## src/rtl/bins_ram.sv

```systemverilog
// ----------------------------------------------------------------------------
// bins_ram
// Generic single-write, single-read synchronous RAM with registered read data.
// ----------------------------------------------------------------------------
module bins_ram #(
	parameter int WIDTH = 8,
	parameter int DEPTH = 16,
	parameter int AW    = $clog2(DEPTH)
) (
	input  logic             clk,
	input  logic             we,
	input  logic [AW-1:0]    waddr,
	input  logic [WIDTH-1:0] wdata,
	input  logic             re,
	input  logic [AW-1:0]    raddr,
	output logic [WIDTH-1:0] rdata
);

	logic [WIDTH-1:0] mem [DEPTH];
	logic [WIDTH-1:0] rdata_q;

	always_ff @(posedge clk) begin
		if (we) begin
			mem[waddr] <= wdata;
		end
		if (re) begin
			rdata_q <= mem[raddr];
		end
	end

	assign rdata = rdata_q;

endmodule

```

## config.mk

```make
export PLATFORM = sky130hd
export DESIGN_NAME = bins_ram
export DESIGN_NICKNAME = d
export VERILOG_FILES = /design/src/rtl/bins_ram.sv
export SDC_FILE = /design/constraint.sdc
export NUM_CORES = 1
export LEC_CHECK = 0
export ABC_AREA = 1
export BUFFER_PORTS_ARGS = -buffer_cell sky130_fd_sc_hd__buf_4
export CAP_MARGIN = 15
export CORE_ASPECT_RATIO = 0.75
export CORE_MARGIN = 1.5
export CORE_UTILIZATION = 45
export DETAILED_ROUTE_END_ITERATION = 7
export GPL_ROUTABILITY_DRIVEN = 0
export PLACE_DENSITY = 0.69
export SYNTH_ARGS = -nofsm -noshare
export SYNTH_HDL_FRONTEND = slang
export SYNTH_SLANG_ARGS = --single-unit
```

## constraint.sdc

```tcl
create_clock -name clk -period 1.4 [get_ports clk]
set_input_delay 0.28 -clock clk [delete_from_list [all_inputs] [get_ports clk]]
set_output_delay 0.28 -clock clk [all_outputs]
set_load 0.02 [all_outputs]
```

# Yosys cells after proc, flatten, opt, wreduce, memory -nomap -nowiden
# Memories as Yosys holds them, arrays and structs flattened. A register that Yosys moved wholly into a read port is not among the register bits.
# Index checks and enable logic that the tools add are counted.
[word_totals]
ff_bits = 0
ramBits = 128
output_inout_bits = 8
n_memories = 1
[mem_list]
columns = ["memory", "words", "width", "read_ports", "rd_clocked_by_memory_dff", "wr", "line", "source"]
rows = [
  ["mem", 16, 8, 1, 1, 1, "19", "logic [WIDTH-1:0] mem [DEPTH];"],
]
[classes]
mux = 2
[op_table]
columns = ["cell", "count"]
rows = [
  ["$mux 1", 2],
]

# Longest topological paths before layout
[depth]
ltp_word = 2
mapped_depth = 8
ltp_nobuf = 7

# Worst setup path before layout
# Ideal clock, no wire load.
[synth_timing]
path_kind = "in2reg"
from = "in waddr[2]"
to = "mem mem[10][0], enable pin"
setup_ns = 0.370
t_arrival_ns = 0.861
t_required_ns = 1.030
path_slack_ns = 0.169
cell_stages = 2
cell_sequence = "nand3b_1 -> nor2_1"
[synth_lines]
columns = ["item", "line", "source"]
rows = [
  ["start: declaration", "12", "input logic [AW-1:0] waddr,"],
  ["end: declaration", "19", ""],
]
# Straight into the memory's write port.

# Final worst setup path
[layout_timing]
from = "reg rdata_q[4] (netlist: rdata[4]), read port of mem"
to = "out rdata[4]"
[layout_lines]
columns = ["item", "line", "source"]
rows = [
  ["start: declaration", "20", "logic [WIDTH-1:0] rdata_q;"],
  ["end: declaration", "16", "output logic [WIDTH-1:0] rdata"],
]
# No word-level cell between the ends.

==> reports/results.ini <==
[die]
start_util = 0.4685
core_mm2 = 0.01248
die_w_um = 134.6
rows = 35
dieArea_mm2 = 0.01369
die_y_um = 101.7
ioPinCount = 27

[clock_network]
cts_hold_buf = 0
cts_max_level = 4
cts_tree = built
path_clk_slew_ns = 0.06
post_cts_buffers = 0
clkLatencyLatePin_ns = 0.41
cts_root_buffer = clkbuf_16
clkSinkCount = 136
clock_path_buffers = 2
post_cts_resized = 0
cts_buffers = 17

[timing]
worst_hold_slack_ns = 0.1799
finClkSkew_ns = 0.006106
totalNegativeSetupSlack_ns = 0
worst_slew_pin_slew_ns = 0.6251
relSlewSlack = 0.5826
final-hold-violation-count = 0
fin_ws_ns = 0.07919
maxSlewViolCount = 0
fin_crit_sh = 0.9434
setup_violations = 0
timing.fmax_mhz = 757.1
rsz0062_at_grt = false
post-route-min-period_ns = 1.321

[power]
p_leak_nw = 2.931
power_density_mw_per_mm2 = 1310
ir_drop_uv = 1042
power_mw = 8.894

[route]
via_per_inst = 5.039
via_count = 3880
firstDrtPassIters = 4
wl_per_cell_um = 17.26
drt_iter0_drc = 380
ant_nets = 0
drt-total-wl_um = 13290
drc_errors = 0

[grt]
grt_pass1_vias = 3950
gr-total-overflow = 0
grt_antenna_before_repair = 0
grt_max_degree = 65
grtUsageTotal = 0.2151
grt_pass1_wl_um = 21270

[placement]
placed_cells = 742
dp_worst_setup_slack_ns = -0.05673
placed_cell_area_mm2 = 0.006319
hpwl_um = 8062
portBuffers = 26

[synthesis]
synth_nets = 570
synth_cells = 551
yosys_register_bits = 136
syn_avg_cell_area_um2 = 10.61
yosysWarningCount = 0
synth-seq-area-share = 0.6985
syn_area_mm2 = 0.005847
yosysUniqueCellTypes = 11

[setup_path]
worst_path_max_delay_cell = edfxtp_1
cp_slowest_stage_delay_ns = 0.44
r2r_setup_slack_ns = 0.29
r2r-end = rdata[0]
worstSetupPathType = reg2out
cp_top_family = flip-flops
required_ns = 1.12
start_kind = flip-flop
r2r-start = mem[1][0]
cp-startpoint = rdata[4]
path_buf_inv = 1
r2r_cells = 6
path_cells = buf_4
arrival_ns = 1.04
crit_fanout = 1
end_kind = output port

[hold_path]
hp-start = wdata[6]
holdPathEnd = mem[9][6]
hold_class = in2reg
holdPathStages = 1

[cells_and_area]
mostFrequentLayoutCells = 173 x nand2_1, 136 x edfxtp_1, 100 x inv_1
postLayoutCoreUtil = 0.5441
drive_gt1_frac = 0.1192
final_nets = 614
area_growth_pct = 16.14
design_area_mm2 = 0.006790
antenna_cells = 0
stdcell_count = 770
final_common_cell = nand2_1

[run]
drv_cap = 0

[run_status]
status = completed

final cells by class:
| cell class | count | area [um2] |
|---|---|---|
| Inverter | 102 | 382.9 |
| Timing Repair Buffer | 49 | 430.4 |
| Multi-Input combinational cell | 289 | 1214 |
| Fill cell | 1079 | 5690 |
| Clock buffer | 19 | 432.9 |
| Tap cell | 166 | 207.7 |
| Sequential cell | 136 | 4084 |
| Clock inverter | 9 | 38.79 |
cell families after synthesis:
| logic type | after synthesis | share of synthesized area |
|---|---|---|
| DFF | 136 | 0.6985 |
| and+or+nand+nor | 289 | 0.2076 |
| buffers and inverters | 126 | 0.09394 |
power by group:
group / leakage [nW] / switching (mW) / internal (mW)
sequential: 1.24 / 0.0320 / 4.59
clock: 0.235 / 1.50 / 2.17
combinational: 1.46 / 0.398 / 0.203
total: 2.93 / 1.93 / 6.96
flip-flops by register name, summed over array words and instances (netlist names):
register,cells
mem,128
rdata,8
metal layers:
layer | vias to the layer above | share of wire | global-route usage | wire length (um)
met4 | 0 | 0.021 | 0.08933 | 283
li1 | 1867 | - | - | -
met1 | 1838 | 0.43 | 0.2783 | 5736
met3 | 24 | 0.075 | 0.06006 | 993
met5 | - | 0 | 0 | 0
met2 | 151 | 0.47 | 0.3464 | 6274
worst max-delay path by stage:
stage / to / slack (ns) / cells after the start
after floorplan: mem[10][0] / 0.17 / 2
after CTS: rdata[4] / 0.07 / 1
final: rdata[4] / 0.08 / 1
after global routing: rdata[5] / 0.04 / 1
after global placement: rdata[2] / -0.05 / 6
after detailed placement: rdata[0] / -0.06 / 6
cell usage after synthesis:
master,count,area (um2)
nand3_1,97,485.5
nand3b_1,2,15.01
buf_6,6,67.56
buf_2,13,65.06
nor2_1,17,63.81
buf_4,4,30.03
buf_1,1,3.750
nand2_1,173,649.4
inv_1,100,375.4
edfxtp_1,136,4084
inv_2,2,7.510
Note: power is estimated with default switching activity, not from simulation.
