`config.mk`:
```
export PLATFORM = sky130hd
export DESIGN_NAME = bins_cfg
export DESIGN_NICKNAME = d
export VERILOG_FILES = /design/src/rtl/bins_pkg.sv /design/src/rtl/bins_cfg.sv
export SDC_FILE = /design/constraint.sdc
export NUM_CORES = 1
export LEC_CHECK = 0
export ABC_AREA = 1
export BUFFER_PORTS_ARGS = -buffer_cell sky130_fd_sc_hd__buf_2
export CORE_MARGIN = 5
export CORE_UTILIZATION = 35
export DETAILED_ROUTE_END_ITERATION = 6
export GPL_TIMING_DRIVEN = 0
export PLACE_DENSITY = 0.65
export SLEW_MARGIN = 20
export SYNTH_ARGS = -nofsm -noshare
export SYNTH_HDL_FRONTEND = slang
export SYNTH_SLANG_ARGS = --single-unit
```
`constraint.sdc`:
```
create_clock -name clk -period 1.3 [get_ports clk]
set_clock_uncertainty 0.05 [all_clocks]
set_input_delay 0.13 -clock clk [delete_from_list [all_inputs] [get_ports clk]]
set_output_delay 0.13 -clock clk [all_outputs]
set_load 0.05 [all_outputs]
```
`src/rtl/bins_pkg.sv`:
```
// ----------------------------------------------------------------------------
// bins_pkg
// Shared types, register indexes, field widths and reset values of the
// one-bit-per-pixel nearest-neighbour image scaler.
// ----------------------------------------------------------------------------
package bins_pkg;

	localparam int DEF_IMAGE_BYTES = 8192;
	localparam int DEF_MAX_DIM     = 256;

	localparam int CFG_IDX_W  = 3;
	localparam int CFG_DATA_W = 16;
	localparam int CFG_DIM_W  = 9;
	localparam int COLOR_W    = 16;
	localparam int ADDR_IN_W  = 13;
	localparam int BYTE_W     = 8;
	localparam int BIT_SEL_W  = 3;

	// register indexes
	localparam logic [CFG_IDX_W-1:0] CFG_DEST_WIDTH  = 3'd0;
	localparam logic [CFG_IDX_W-1:0] CFG_DEST_HEIGHT = 3'd1;
	localparam logic [CFG_IDX_W-1:0] CFG_SRC_WIDTH   = 3'd2;
	localparam logic [CFG_IDX_W-1:0] CFG_SRC_HEIGHT  = 3'd3;
	localparam logic [CFG_IDX_W-1:0] CFG_FORE_COLOR  = 3'd4;
	localparam logic [CFG_IDX_W-1:0] CFG_BACK_COLOR  = 3'd5;

	localparam logic [CFG_DIM_W-1:0] RST_DEST_WIDTH  = 9'd128;
	localparam logic [CFG_DIM_W-1:0] RST_DEST_HEIGHT = 9'd160;
	localparam logic [CFG_DIM_W-1:0] RST_SRC_WIDTH   = 9'd128;
	localparam logic [CFG_DIM_W-1:0] RST_SRC_HEIGHT  = 9'd160;
	localparam logic [COLOR_W-1:0]   RST_FORE_COLOR  = 16'hFFFF;
	localparam logic [COLOR_W-1:0]   RST_BACK_COLOR  = 16'h0000;

	// input actions
	localparam logic ACT_WRITE = 1'b0;
	localparam logic ACT_EMIT  = 1'b1;

	// leftmost pixel sits in the top bit of a byte
	localparam logic [BIT_SEL_W-1:0] MSB_BIT  = 3'd7;
	localparam logic [BIT_SEL_W-1:0] BIT_MASK = 3'h7;

	typedef struct packed {
		logic [CFG_DIM_W-1:0] dest_width;
		logic [CFG_DIM_W-1:0] dest_height;
		logic [CFG_DIM_W-1:0] src_width;
		logic [CFG_DIM_W-1:0] src_height;
		logic [COLOR_W-1:0]   fore_color;
		logic [COLOR_W-1:0]   back_color;
	} bins_cfg_t;

	typedef struct packed {
		logic busy;
		logic done;
	} bins_div_stat_t;

endpackage

```
`src/rtl/bins_cfg.sv`:
```
// ----------------------------------------------------------------------------
// bins_cfg
// Configuration register file: raster sizes and the two output colors.
// ----------------------------------------------------------------------------
module bins_cfg
	import bins_pkg::*;
(
	input  logic                  clk,
	input  logic                  arst_n,
	input  logic                  wr,
	input  logic [CFG_IDX_W-1:0]  index,
	input  logic [CFG_DATA_W-1:0] data,
	output bins_cfg_t             cfg
);

	bins_cfg_t cfg_q;

	always_ff @(posedge clk or negedge arst_n) begin
		if (!arst_n) begin
			cfg_q.dest_width  <= RST_DEST_WIDTH;
			cfg_q.dest_height <= RST_DEST_HEIGHT;
			cfg_q.src_width   <= RST_SRC_WIDTH;
			cfg_q.src_height  <= RST_SRC_HEIGHT;
			cfg_q.fore_color  <= RST_FORE_COLOR;
			cfg_q.back_color  <= RST_BACK_COLOR;
		end else if (wr) begin
			case (index)
				CFG_DEST_WIDTH: begin
					cfg_q.dest_width <= data[CFG_DIM_W-1:0];
				end
				CFG_DEST_HEIGHT: begin
					cfg_q.dest_height <= data[CFG_DIM_W-1:0];
				end
				CFG_SRC_WIDTH: begin
					cfg_q.src_width <= data[CFG_DIM_W-1:0];
				end
				CFG_SRC_HEIGHT: begin
					cfg_q.src_height <= data[CFG_DIM_W-1:0];
				end
				CFG_FORE_COLOR: begin
					cfg_q.fore_color <= data[COLOR_W-1:0];
				end
				CFG_BACK_COLOR: begin
					cfg_q.back_color <= data[COLOR_W-1:0];
				end
				default: begin
				end
			endcase
		end
	end

	assign cfg = cfg_q;

endmodule
```
# Word level (Yosys, flattened, before mapping)
# Index checks and enable logic that the tools add are counted.
# word_totals
register_bits,68
latchBits,0
mem_bits_rw,0
mem_bits_ro,0
in_bits,22
wordCells,18
mem_count,0
# op_classes
add_sub_neg,0
mul,0
div_mod_pow,0
order_cmp,0
n_eq_ne,5
shifts,0
muxes,0
bitwise,0
n_reduce_logical,7
# ops
cell,count
$reduce_and A2 Y1,6
$eq A3 B2 Y1 const B,2
$eq A3 B3 Y1 const B,2
$eq A3 B1 Y1 const B,1
$logic_not A3 Y1,1

# Longest topological paths before layout
# depth
word_depth,2
depth_mapped,6
depth_no_buf,5

# Least setup slack after synthesis
# Ideal clock, no wire load.
# synth_timing
path_type,flip-flop to flip-flop
start,"register, netlist name cfg[37]"
end,"register cfg_q, in the netlist cfg[37]"
setup_ps,60
arrival_time_ps,808
required_time_ps,1190
setup_slack_ps,381
path_stages_with_launch,3
path_buffers,0
path_cell_list,dfstp_2 -> nand2_1 -> nand2_1
# synth_lines
element,line,rtl
"end, declared",bins_cfg.sv:16,bins_cfg_t cfg_q;

# Worst setup path after layout
# layout_timing
start,"register cfg_q, in the netlist cfg[66]"
end,output cfg[66] (netlist name)
# layout_lines
element,line,rtl
"end, declared",bins_cfg.sv:13,output bins_cfg_t cfg
# No word-level cell between the ends.

==> metrics <==
GP Congestion 0.769; min Tclk post-route 1.24 ns; post-route ant nets 0; synthesized area 2780 µm²; clock slew seen by the registers of the worst setup and hold paths 0.07 ns; final wirelength 7660 µm; Syn. warnings 0; post-DR vias/cell 4.58; WL per Instance 14.7 µm; Fin. Hold Viols 0; largest net degree at the start of global routing 42; vias in the first global route 2403; RSZ-0062 raised after global routing false; pre-CTS WS 0.129 ns; layout cells sized above 1 35.9%; crit start category flop; CP required 1.12 ns; Ports 90; Worst-Margin Slew 0.360 ns; TritonCTS clock tree yes; R2R depth 2; R2R Setup Slk 0.53 ns; TritonRoute pass-1 iters 4; TritonCTS sink count 68; post-route insts no fill 520; CP top delay family flip-flops; initial antenna violation count 0; GRT Total Usage 16.3%; I/O Buffers 89; Worst Hold Class in2reg; total leakage power 2.06 nW; Netlist cell types 13; critical path fanouts, max 2; reg2reg end cfg[19]$_DFFE_PN1P_; Worst Setup EP cfg[66]; DR iter-0 viols 68; Vias 2384; WS Path Type reg2out; die width 99.1 µm; Num CTS Buffers 9; core area 7730 µm²; final net count 435; VDD IR max 701 µV; Layout area overhead 32.8%; clock tree buffer depth 2; CP Launch Point cfg[66]$_DFFE_PN1P_; DP Cell Count 496; clk_lat worst skew 0.33 ns; root buffer cell clkbuf_8; CP Capture Type output pin; DP Wirelength 5280 µm; # diodes 0; Starting Density 35.9%; Pwr per Cell Area 1890 nW/µm²; final worst slack 0.0585 ns; Net Count, Synth 326; Post-Syn Area per Cell 9.14 µm²; Synth Register Bits 68; final hold slack 0.0345 ns; max frequency 806 MHz; CP bufs+invs 1; Slew Limit Fails 0; DR DRC count 0; post-synthesis sequential area ratio 62.3%; die area 9820 µm²; max FFs per register 68; postcts setup bufs 0; height of the chip 99.1 µm; status finished clean; htree depth 3; first-pass GRT wire length 12500 µm; Post-Syn Instances 304; reg2reg start cfg[19]$_DFFE_PN1P_; CP Cell Sequence buf_4; setup violators final 0; WP data arrival 1.06 ns; worst rel slew slack 76.0%; Final period util 95.5%; slowest cell on the critical path dfstp_2; placed cell area 3370 µm²; fin area 3690 µm²; Row Count 32; GRT overflow 0; CP max stage delay 0.54 ns; Crit. path cell count 1; max-cap violations 0
## stage by stage
step | utilization (%) | power, W | setup TNS [ns]
after floorplan | - | 0.00468 | 0
after global placement | 43.4 | 0.00531 | -11.79
after detailed placement | 43.7 | 0.00535 | 0
after CTS | 47.7 | 0.00706 | 0
after global routing | 47.7 | 0.00733 | 0
final | 47.7 | 0.00697 | 0
## metal layers
layer  global-route usage (%)  routed length [µm]  up-vias  share of wire (%)
li1                         -                   -     1167                  -
met1                     20.6                3320     1140                 43
met2                     26.7                3750       64                 49
met3                     4.60                 440       13                5.7
met4                     6.20                 150        0                2.0
met5                        0                   0        -                  0
## worst min-delay path by stage
stage	start	endpoint	cells after the start
4_1_cts	data[5]	cfg[37]$_DFFE_PN1P_	3
6_report	data[5]	cfg[37]$_DFFE_PN1P_	3
3_3_place_gp	data[13]	cfg[13]$_DFFE_PN0P_	3
2_1_floorplan	arst_n	cfg[0]$_DFFE_PN0P_	0
3_5_place_dp	arst_n	cfg[12]$_DFFE_PN0P_	1
5_1_grt	data[5]	cfg[37]$_DFFE_PN1P_	3
## cells in the final DEF, fill, tap and decap left out
cell	synthesis	routed
buf_4	2	25
buf_2	5	71
clkinv_2	0	1
nand3_1	43	43
nand2_2	4	4
inv_1	4	4
inv_2	2	2
buf_6	3	3
nand2_1	164	164
dlygate4sd3_1	0	8
buf_12	0	1
nor2_2	1	1
nand2_4	3	3
dfrtp_1	46	46
dfstp_2	22	22
clkbuf_1	0	3
clkbuf_8	0	12
nor2_4	5	5
## synthesized netlist by cell type (all sizes together)
cell / count / area (µm²)
dfstp: 22 / 578
buf: 10 / 73.8
dfrtp: 46 / 1150
nor2: 6 / 62.6
nand2: 171 / 674
inv: 6 / 22.5
nand3: 43 / 215
## final cells by class
type                       instances  area (µm²)
clock inverter                     1        5.00
inverter                           6        22.5
buffer                            10        73.8
clock buffer                      15         176
tap                              102         128
sequential                        68        1730
multi-input combinational        220         952
fill                             762        4040
timing repair buffer              98         603
## repair_timing
action,4_1_cts,5_1_grt
resized for setup,22,0
setup endpoints to repair,22,0
hold buffers,8,0
hold endpoints to repair,41,0
## where the power goes
| part | switching [W] | internal (W) | leakage, nW |
|---|---|---|---|
| combinational | 0.00199 | 0.000584 | 1.16 |
| sequential | 0.000214 | 0.00261 | 0.809 |
| clock | 0.000733 | 0.000850 | 0.0937 |
| total | 0.00293 | 0.00404 | 2.06 |
## logic make-up (layout without fill, tap and decap cells)
logic type             after synthesis  count (layout)  share of synthesized area [%]
AND/OR/NAND/NOR                    220             220                           34.3
flip-flops                          68              68                           62.3
buffers and inverters               16             130                           3.47
Note: power is estimated with default switching activity, not from simulation.
