**src/rtl/bins_pkg.sv**
```systemverilog
// ----------------------------------------------------------------------------
// bins_pkg
// Shared types, register indexes, field widths and reset values of the
// one-bit-per-pixel nearest-neighbour image scaler.
// ----------------------------------------------------------------------------
package bins_pkg;

	localparam int DEF_IMAGE_BYTES = 8192;
	localparam int DEF_MAX_DIM     = 256;

	localparam int CFG_IDX_W  = 3;
	localparam int CFG_DATA_W = 16;
	localparam int CFG_DIM_W  = 9;
	localparam int COLOR_W    = 16;
	localparam int ADDR_IN_W  = 13;
	localparam int BYTE_W     = 8;
	localparam int BIT_SEL_W  = 3;

	// register indexes
	localparam logic [CFG_IDX_W-1:0] CFG_DEST_WIDTH  = 3'd0;
	localparam logic [CFG_IDX_W-1:0] CFG_DEST_HEIGHT = 3'd1;
	localparam logic [CFG_IDX_W-1:0] CFG_SRC_WIDTH   = 3'd2;
	localparam logic [CFG_IDX_W-1:0] CFG_SRC_HEIGHT  = 3'd3;
	localparam logic [CFG_IDX_W-1:0] CFG_FORE_COLOR  = 3'd4;
	localparam logic [CFG_IDX_W-1:0] CFG_BACK_COLOR  = 3'd5;

	localparam logic [CFG_DIM_W-1:0] RST_DEST_WIDTH  = 9'd128;
	localparam logic [CFG_DIM_W-1:0] RST_DEST_HEIGHT = 9'd160;
	localparam logic [CFG_DIM_W-1:0] RST_SRC_WIDTH   = 9'd128;
	localparam logic [CFG_DIM_W-1:0] RST_SRC_HEIGHT  = 9'd160;
	localparam logic [COLOR_W-1:0]   RST_FORE_COLOR  = 16'hFFFF;
	localparam logic [COLOR_W-1:0]   RST_BACK_COLOR  = 16'h0000;

	// input actions
	localparam logic ACT_WRITE = 1'b0;
	localparam logic ACT_EMIT  = 1'b1;

	// leftmost pixel sits in the top bit of a byte
	localparam logic [BIT_SEL_W-1:0] MSB_BIT  = 3'd7;
	localparam logic [BIT_SEL_W-1:0] BIT_MASK = 3'h7;

	typedef struct packed {
		logic [CFG_DIM_W-1:0] dest_width;
		logic [CFG_DIM_W-1:0] dest_height;
		logic [CFG_DIM_W-1:0] src_width;
		logic [CFG_DIM_W-1:0] src_height;
		logic [COLOR_W-1:0]   fore_color;
		logic [COLOR_W-1:0]   back_color;
	} bins_cfg_t;

	typedef struct packed {
		logic busy;
		logic done;
	} bins_div_stat_t;

endpackage

```
**src/rtl/bins_div.sv**
```systemverilog
// ----------------------------------------------------------------------------
// bins_div
// Restoring divider, one quotient bit per cycle. The quotient is valid in the
// cycle that done is high and holds until the next start.
// ----------------------------------------------------------------------------
module bins_div
	import bins_pkg::*;
#(
	parameter int NW = ADDR_IN_W,
	parameter int DW = CFG_DIM_W
) (
	input  logic           clk,
	input  logic           arst_n,
	input  logic           start,
	input  logic [NW-1:0]  dividend,
	input  logic [DW-1:0]  divisor,
	output logic [NW-1:0]  quotient,
	output bins_div_stat_t stat
);

	localparam int CNW = $clog2(NW + 1);

	logic [NW-1:0]  quo_q;
	logic [DW-1:0]  rem_q;
	logic [DW-1:0]  div_q;
	logic [CNW-1:0] cnt_q;
	logic           busy_q;
	logic           done_q;
	logic [DW:0]    shifted;
	logic [DW:0]    diff;
	logic           ge;

	always_comb begin
		shifted = {rem_q, quo_q[NW-1]};
		diff    = shifted - {1'b0, div_q};
		ge      = shifted >= {1'b0, div_q};
	end

	always_ff @(posedge clk or negedge arst_n) begin
		if (!arst_n) begin
			busy_q <= 1'b0;
			done_q <= 1'b0;
			cnt_q  <= '0;
		end else if (start) begin
			busy_q <= 1'b1;
			done_q <= 1'b0;
			cnt_q  <= CNW'(NW);
		end else if (busy_q) begin
			cnt_q <= cnt_q - 1'b1;
			if (cnt_q == CNW'(1)) begin
				busy_q <= 1'b0;
				done_q <= 1'b1;
			end
		end else begin
			done_q <= 1'b0;
		end
	end

	always_ff @(posedge clk) begin
		if (start) begin
			quo_q <= dividend;
			rem_q <= '0;
			div_q <= divisor;
		end else if (busy_q) begin
			quo_q <= {quo_q[NW-2:0], ge};
			rem_q <= ge ? diff[DW-1:0] : shifted[DW-1:0];
		end
	end

	assign quotient   = quo_q;
	assign stat.busy  = busy_q;
	assign stat.done  = done_q;

	a_no_restart: assert property (@(posedge clk) disable iff (!arst_n)
		start |-> !busy_q)
		else $error("divider restarted while busy");

	a_rem_range: assert property (@(posedge clk) disable iff (!arst_n)
		done_q |-> (rem_q < div_q))
		else $error("divider remainder not below divisor");

endmodule

```
**config.mk**
```make
export PLATFORM = sky130hd
export DESIGN_NAME = bins_div
export DESIGN_NICKNAME = d
export VERILOG_FILES = /design/src/rtl/bins_pkg.sv /design/src/rtl/bins_div.sv
export SDC_FILE = /design/constraint.sdc
export NUM_CORES = 1
export LEC_CHECK = 0
export BUFFER_PORTS_ARGS = -buffer_cell sky130_fd_sc_hd__clkbuf_2
export CORE_ASPECT_RATIO = 0.5
export CORE_UTILIZATION = 50
export DETAILED_ROUTE_END_ITERATION = 10
export PLACE_DENSITY = 0.76
export SLEW_MARGIN = 0
export SYNTH_ARGS = -nofsm -noshare
export SYNTH_HDL_FRONTEND = slang
export SYNTH_SLANG_ARGS = --single-unit
export TNS_END_PERCENT = 10
```
**constraint.sdc**
```tcl
create_clock -name clk -period 3.2 [get_ports clk]
set_input_delay 0.64 -clock clk [delete_from_list [all_inputs] [get_ports clk]]
set_output_delay 0.64 -clock clk [all_outputs]
set_load 0.02 [all_outputs]
```
# Word level (Yosys, flattened, before mapping)

Cells that the tools add are included.

Register bits after elaboration: 37
Input port bits: 25
Output and inout bits: 15

Add/sub/neg operators: 2
$lt $le $gt $ge: 1
Eq/ne operators: 2
Mux-type cells: 11
Reductions and logical operators: 1

Operators by type and width:

| cell                                                               | number |
|---|---|
| 13-bit 2-to-1 mux                                                  | 2 |
| 10-bit by 9-bit greater-or-equal comparator with 1-bit output      | 1 |
| 9-bit 2-to-1 mux                                                   | 1 |
| 9-bit subtractor                                                   | 1 |
| 4-bit 2-to-1 mux                                                   | 2 |
| 1-bit 2-to-1 mux                                                   | 6 |
| 4-bit by 1-bit == test with 1-bit output, second input constant    | 1 |
| 4-bit by 1-bit subtractor with 4-bit output, second input constant | 1 |
| 3-bit by 2-bit != test with 1-bit output, second input constant    | 1 |
| 2-bit nonzero test                                                 | 1 |

# Depth between registers and ports, before layout

Depth in word-level cells: 4
Depth in mapped cells: 10

# Least setup slack after synthesis

OpenSTA, ideal clock, no wires.

Path kind: flip-flop to flip-flop
From: reg quo_q[12] (netlist: quotient[12])
To: reg quo_q[0] (netlist: quotient[0]), data pin
Library setup time: 260 ps
Arrival time: 2601 ps
Data required time: 2940 ps
Slack: 339 ps
Cell stages (with the launch flop): 11
Buffers on the path: 1
Period minus slack after synthesis: 2861 ps
Cells stage by stage: edfxtp_1 -> inv_1 -> ha_1 -> inv_1 -> fa_1 -> a211o_1 -> a221o_1 -> a211oi_2 -> buf_6 -> inv_1 -> mux2_2

Cells in the longest elaborated chain, start to end: 3

RTL lines:

| item                                                          | line           | source |
|---|---|---|
| from (decl)                                                   | bins_div.sv:23 | `logic [NW-1:0] quo_q;` |
| from (signal assigned)                                        | bins_div.sv:61 | `quo_q <= dividend;` |
| from (signal assigned)                                        | bins_div.sv:65 | `quo_q <= {quo_q[NW-2:0], ge};` |
| 10-bit by 9-bit greater-or-equal comparator with 1-bit output | bins_div.sv:36 | `ge = shifted >= {1'b0, div_q};` |
| 13-bit 2-to-1 mux                                             | bins_div.sv:64 | `end else if (busy_q) begin` |
| 13-bit 2-to-1 mux                                             | bins_div.sv:60 | `if (start) begin` |

Every way passes these cells. The select of a mux whose other input is x is not followed.
A chain may end at the register's enable or synchronous reset.

# Worst setup path in the final report

From: reg quo_q[12] (netlist: quotient[12])
To: reg rem_q[0]

Cells in the longest elaborated chain, start to end: 2
Elaborated cells between the ends (all ways): 3
Classes of those cells: add/sub: 1; order compare: 1; mux: 1

RTL lines:

| item                                                                                                     | line                           | source |
|---|---|---|
| 9-bit subtractor / 10-bit by 9-bit greater-or-equal comparator with 1-bit output (equally long branches) | bins_div.sv:35, bins_div.sv:36 |  |
| 9-bit 2-to-1 mux *                                                                                       | bins_div.sv:66                 | `rem_q <= ge ? diff[DW-1:0] : shifted[DW-1:0];` |
| to (signal assigned)                                                                                     | bins_div.sv:66                 |  |
| to (decl)                                                                                                | bins_div.sv:24                 | `logic [DW-1:0] rem_q;` |

Mark *: on every way between the ends. The rest lies on a longest branch, timed or not.

==> results.yml <==
worst_setup_path:
  worstSetupStartpointType: "register"
  arrival_ps: 2930
  end_kind: "register"
  critPathRequiredTime_ps: 3390
  cp_slowest_cell: "edfxtp_1"
  slowest_delay_ps: 420
  r2r-end: "rem_q[0]$_SDFFE_PP0P_"
  cp_top_family: "compound AO/OA/AOI/OAI gates"
  crit_type: "reg2reg"
  crit_fanout: 12
  reg2reg_slack_ps: 460
  worst-path-buf-inv: 3
  r2r-start: "quotient[12]$_DFFE_PP_"
  crit_path_frequent_cell: "inv_1"
  crit_chain: "inv_1, ha_1, inv_1, fa_1, a211o_1, a221o_1, a211oi_2, buf_4, nand2_1, a311oi_1"
  worst_r2r_path_depth: 10
yosys:
  syn_area_sq_mm: 0.00195
  synth-seq-cells: 37
  synth_fp_nets: 204
  synth-seq-area-share_pct: 50.8
  syn_area_per_cell_sq_um: 11.7
  synth.area.top_cells: "edfxtp_1 34%, dfxtp_1 9.2%, dfrtp_1 7.7%"
  synth.distinct_cells: 42
  ys_warn_count: 0
  synth_edf_count: 22
  synth_top_area_cell: "edfxtp_1"
  postSynth.asyncResetShare_pct: 16.2
  synth_top_area_share_pct: 33.9
  synthFlopType: "edfxtp_1"
  synthCells: 167
timing:
  worst_slack_ps: 456
  fin_skew_ps: 9.66
  fin_crit_sh_pct: 85.8
  max_slew.worst_pin.slew_ps: 663
  finalHoldViolCount: 0
  hold_ws_ps: 165
  slew_violations: 0
  rsz0062_at_grt: "false"
  finalSetupViolations: 0
  relSlewSlack_pct: 55.8
  tns_ps: 0
  max_freq_ghz: 0.364
  period_needed_ps: 2740
route:
  viasPerCell: 5.14
  wl_met2_mm: 1.47
  drt_iter0_markers: 35
  dr.pass1.iters: 4
  wl_per_cell_microns: 13.9
  wl_met3_microns: 234
  vias: 1330
  wirelength_mm: 3.60
  drt-met1-wl_mm: 1.88
  antenna_left: 0
  drc: 0
  routed.top_layer: "met4"
clock_network:
  cts.hold.buffers_added: 0
  numCtsBuffers: 5
  clock_latency_ps: 290
  clk_path_buf_depth: 2
  postCtsSetupBuffers: 0
  path_clk_slew_ps: 80
  clkSinkCount: 37
  post_cts_resized: 0
  htreeDepth: 2
  root_buffer: "clkbuf_8"
  cts_tree: "done"
finish:
  layout-drive-gt1-share_pct: 30.8
  final_nets: 244
  insertedDiodeCount: 0
  area_growth_pct: 17.2
placement:
  gp_congestion: 0.910
  dp_hpwl_mm: 2.68
  pre_cts_slack_ps: 459
  portBuffers: 39
die:
  die_h_microns: 46.2
  num_rows: 15
  io_pins: 40
  die_area_sq_mm: 0.00417
  fp.dieW_microns: 90.3
  start_util_pct: 54.4
  coreArea_sq_mm: 0.00358
flow_run:
  cap_violations: 0
grt:
  grt_max_degree: 35
  antenna_found_initial: 0
  grt_pass1_vias: 1257
  grt_pass1_wl_mm: 5.81
  grt-ovfl-total: 0
  grt_use_total_pct: 18.5
worst_hold_path:
  min_path_type: "in2async"
outcome:
  status: "finished, final reports clean"
power_and_ir_drop:
  p_leak_uw: 0.00106
  irDropWorstVdd_v: 0.000397
  p_per_area_mw_per_mm2: 755
==> flip-flops by register name, indices dropped and copies added (netlist names) <==
register  count
quotient     13
cnt_q         4
busy_q        1
done_q        1
rem_q         9
div_q         9
==> area by class of cell <==
cell class / instances / area, sq um
fill: 297 / 1300
sequential: 37 / 991
multi-input combinational: 105 / 851
timing repair buffer: 41 / 210
clock buffer: 6 / 72.6
inverter: 17 / 63.8
tap: 51 / 63.8
clock inverter: 2 / 33.8
==> worst reg2reg max path, delay by kind of cell, from the launching register on <==
family	cells	cell delay, ps
and+or+nand+nor	1	70
AOI/OAI and AO/OA	4	1210
buffers and inverters	3	370
adders and majority gates	2	570
DFF	1	420
==> stage by stage <==
stage                     total power (uW)  cells  cell area, sq um  utilization (%)
after detailed placement              1330    251              2180             60.8
after CTS                             1730    259              2290             63.8
after global placement                1310    251              2180             60.8
after global routing                  1820    259              2290             63.8
final                                 1730    259              2290             63.8
after floorplan                       1180    167              1950                -
==> cells in the mapped netlist, drive strengths merged, types with 5 or more instances <==
cell and count:
edfxtp 22, inv 17, mux2 13, ha 11, nor2 11, dfxtp 9, nand2 7, dfrtp 6
a211oi 5, a21oi 5, mux2i 5, o21ai 5, xnor2 5
==> how the worst max path moves through the flow <==
stage	to	from	depth (start not counted)	slack, ps
2_1_floorplan	quotient[0]$_DFFE_PP_	quotient[12]$_DFFE_PP_	10	340
3_3_place_gp	rem_q[3]$_SDFFE_PP0P_	quotient[12]$_DFFE_PP_	10	600
3_5_place_dp	rem_q[0]$_SDFFE_PP0P_	quotient[12]$_DFFE_PP_	10	460
4_1_cts	rem_q[0]$_SDFFE_PP0P_	quotient[12]$_DFFE_PP_	10	450
5_1_grt	rem_q[1]$_SDFFE_PP0P_	quotient[12]$_DFFE_PP_	10	360
6_report	rem_q[0]$_SDFFE_PP0P_	quotient[12]$_DFFE_PP_	10	460
==> power by group <==
part / internal (uW) / leakage (uW) / switching, uW
logic: 309 / 0.000638 / 351
registers: 601 / 0.000366 / 71.5
clock network: 230 / 0.0000528 / 163
==> cell usage in the layout (no fill, tap or decap), drive strengths merged, types with 2 or more instances in the layout <==
cell type	n
mux2i	5
mux2	13
a211o	3
xnor2	5
o21ai	5
o21bai	2
a21o	4
xor2	2
buf	2
and4	2
nand2b	3
a21oi	5
edfxtp	22
a211oi	5
dfrtp	6
inv	17
dfxtp	9
a311oi	2
and3	2
nand2	7
nor2b	2
a31oi	2
o31ai	2
ha	11
nor2	11
clkbuf	45
==> cells by family (layout without fill, tap and decap cells) <==
family	Yosys count	count (layout)	synth area share [%]
multiplexers	18	18	10.1
adder cells (fa/ha/maj)	12	12	8.08
AO/OA/AOI/OAI	37	37	14.2
XOR/XNOR	7	7	3.14
buffers and inverters	25	66	5.58
AND/OR/NAND/NOR	31	31	8.08
flip-flops	37	37	50.8
==> per-layer routing <==
| metal | vias up | track usage (%) |
|---|---|---|
| met3 | 2 | 7.26 |
| li1 | 682 | - |
| met1 | 612 | 24.7 |
| met2 | 34 | 29.0 |
| met5 | - | 0 |
| met4 | 0 | 3.87 |
No activity file was read; power rests on OpenSTA's default activity.
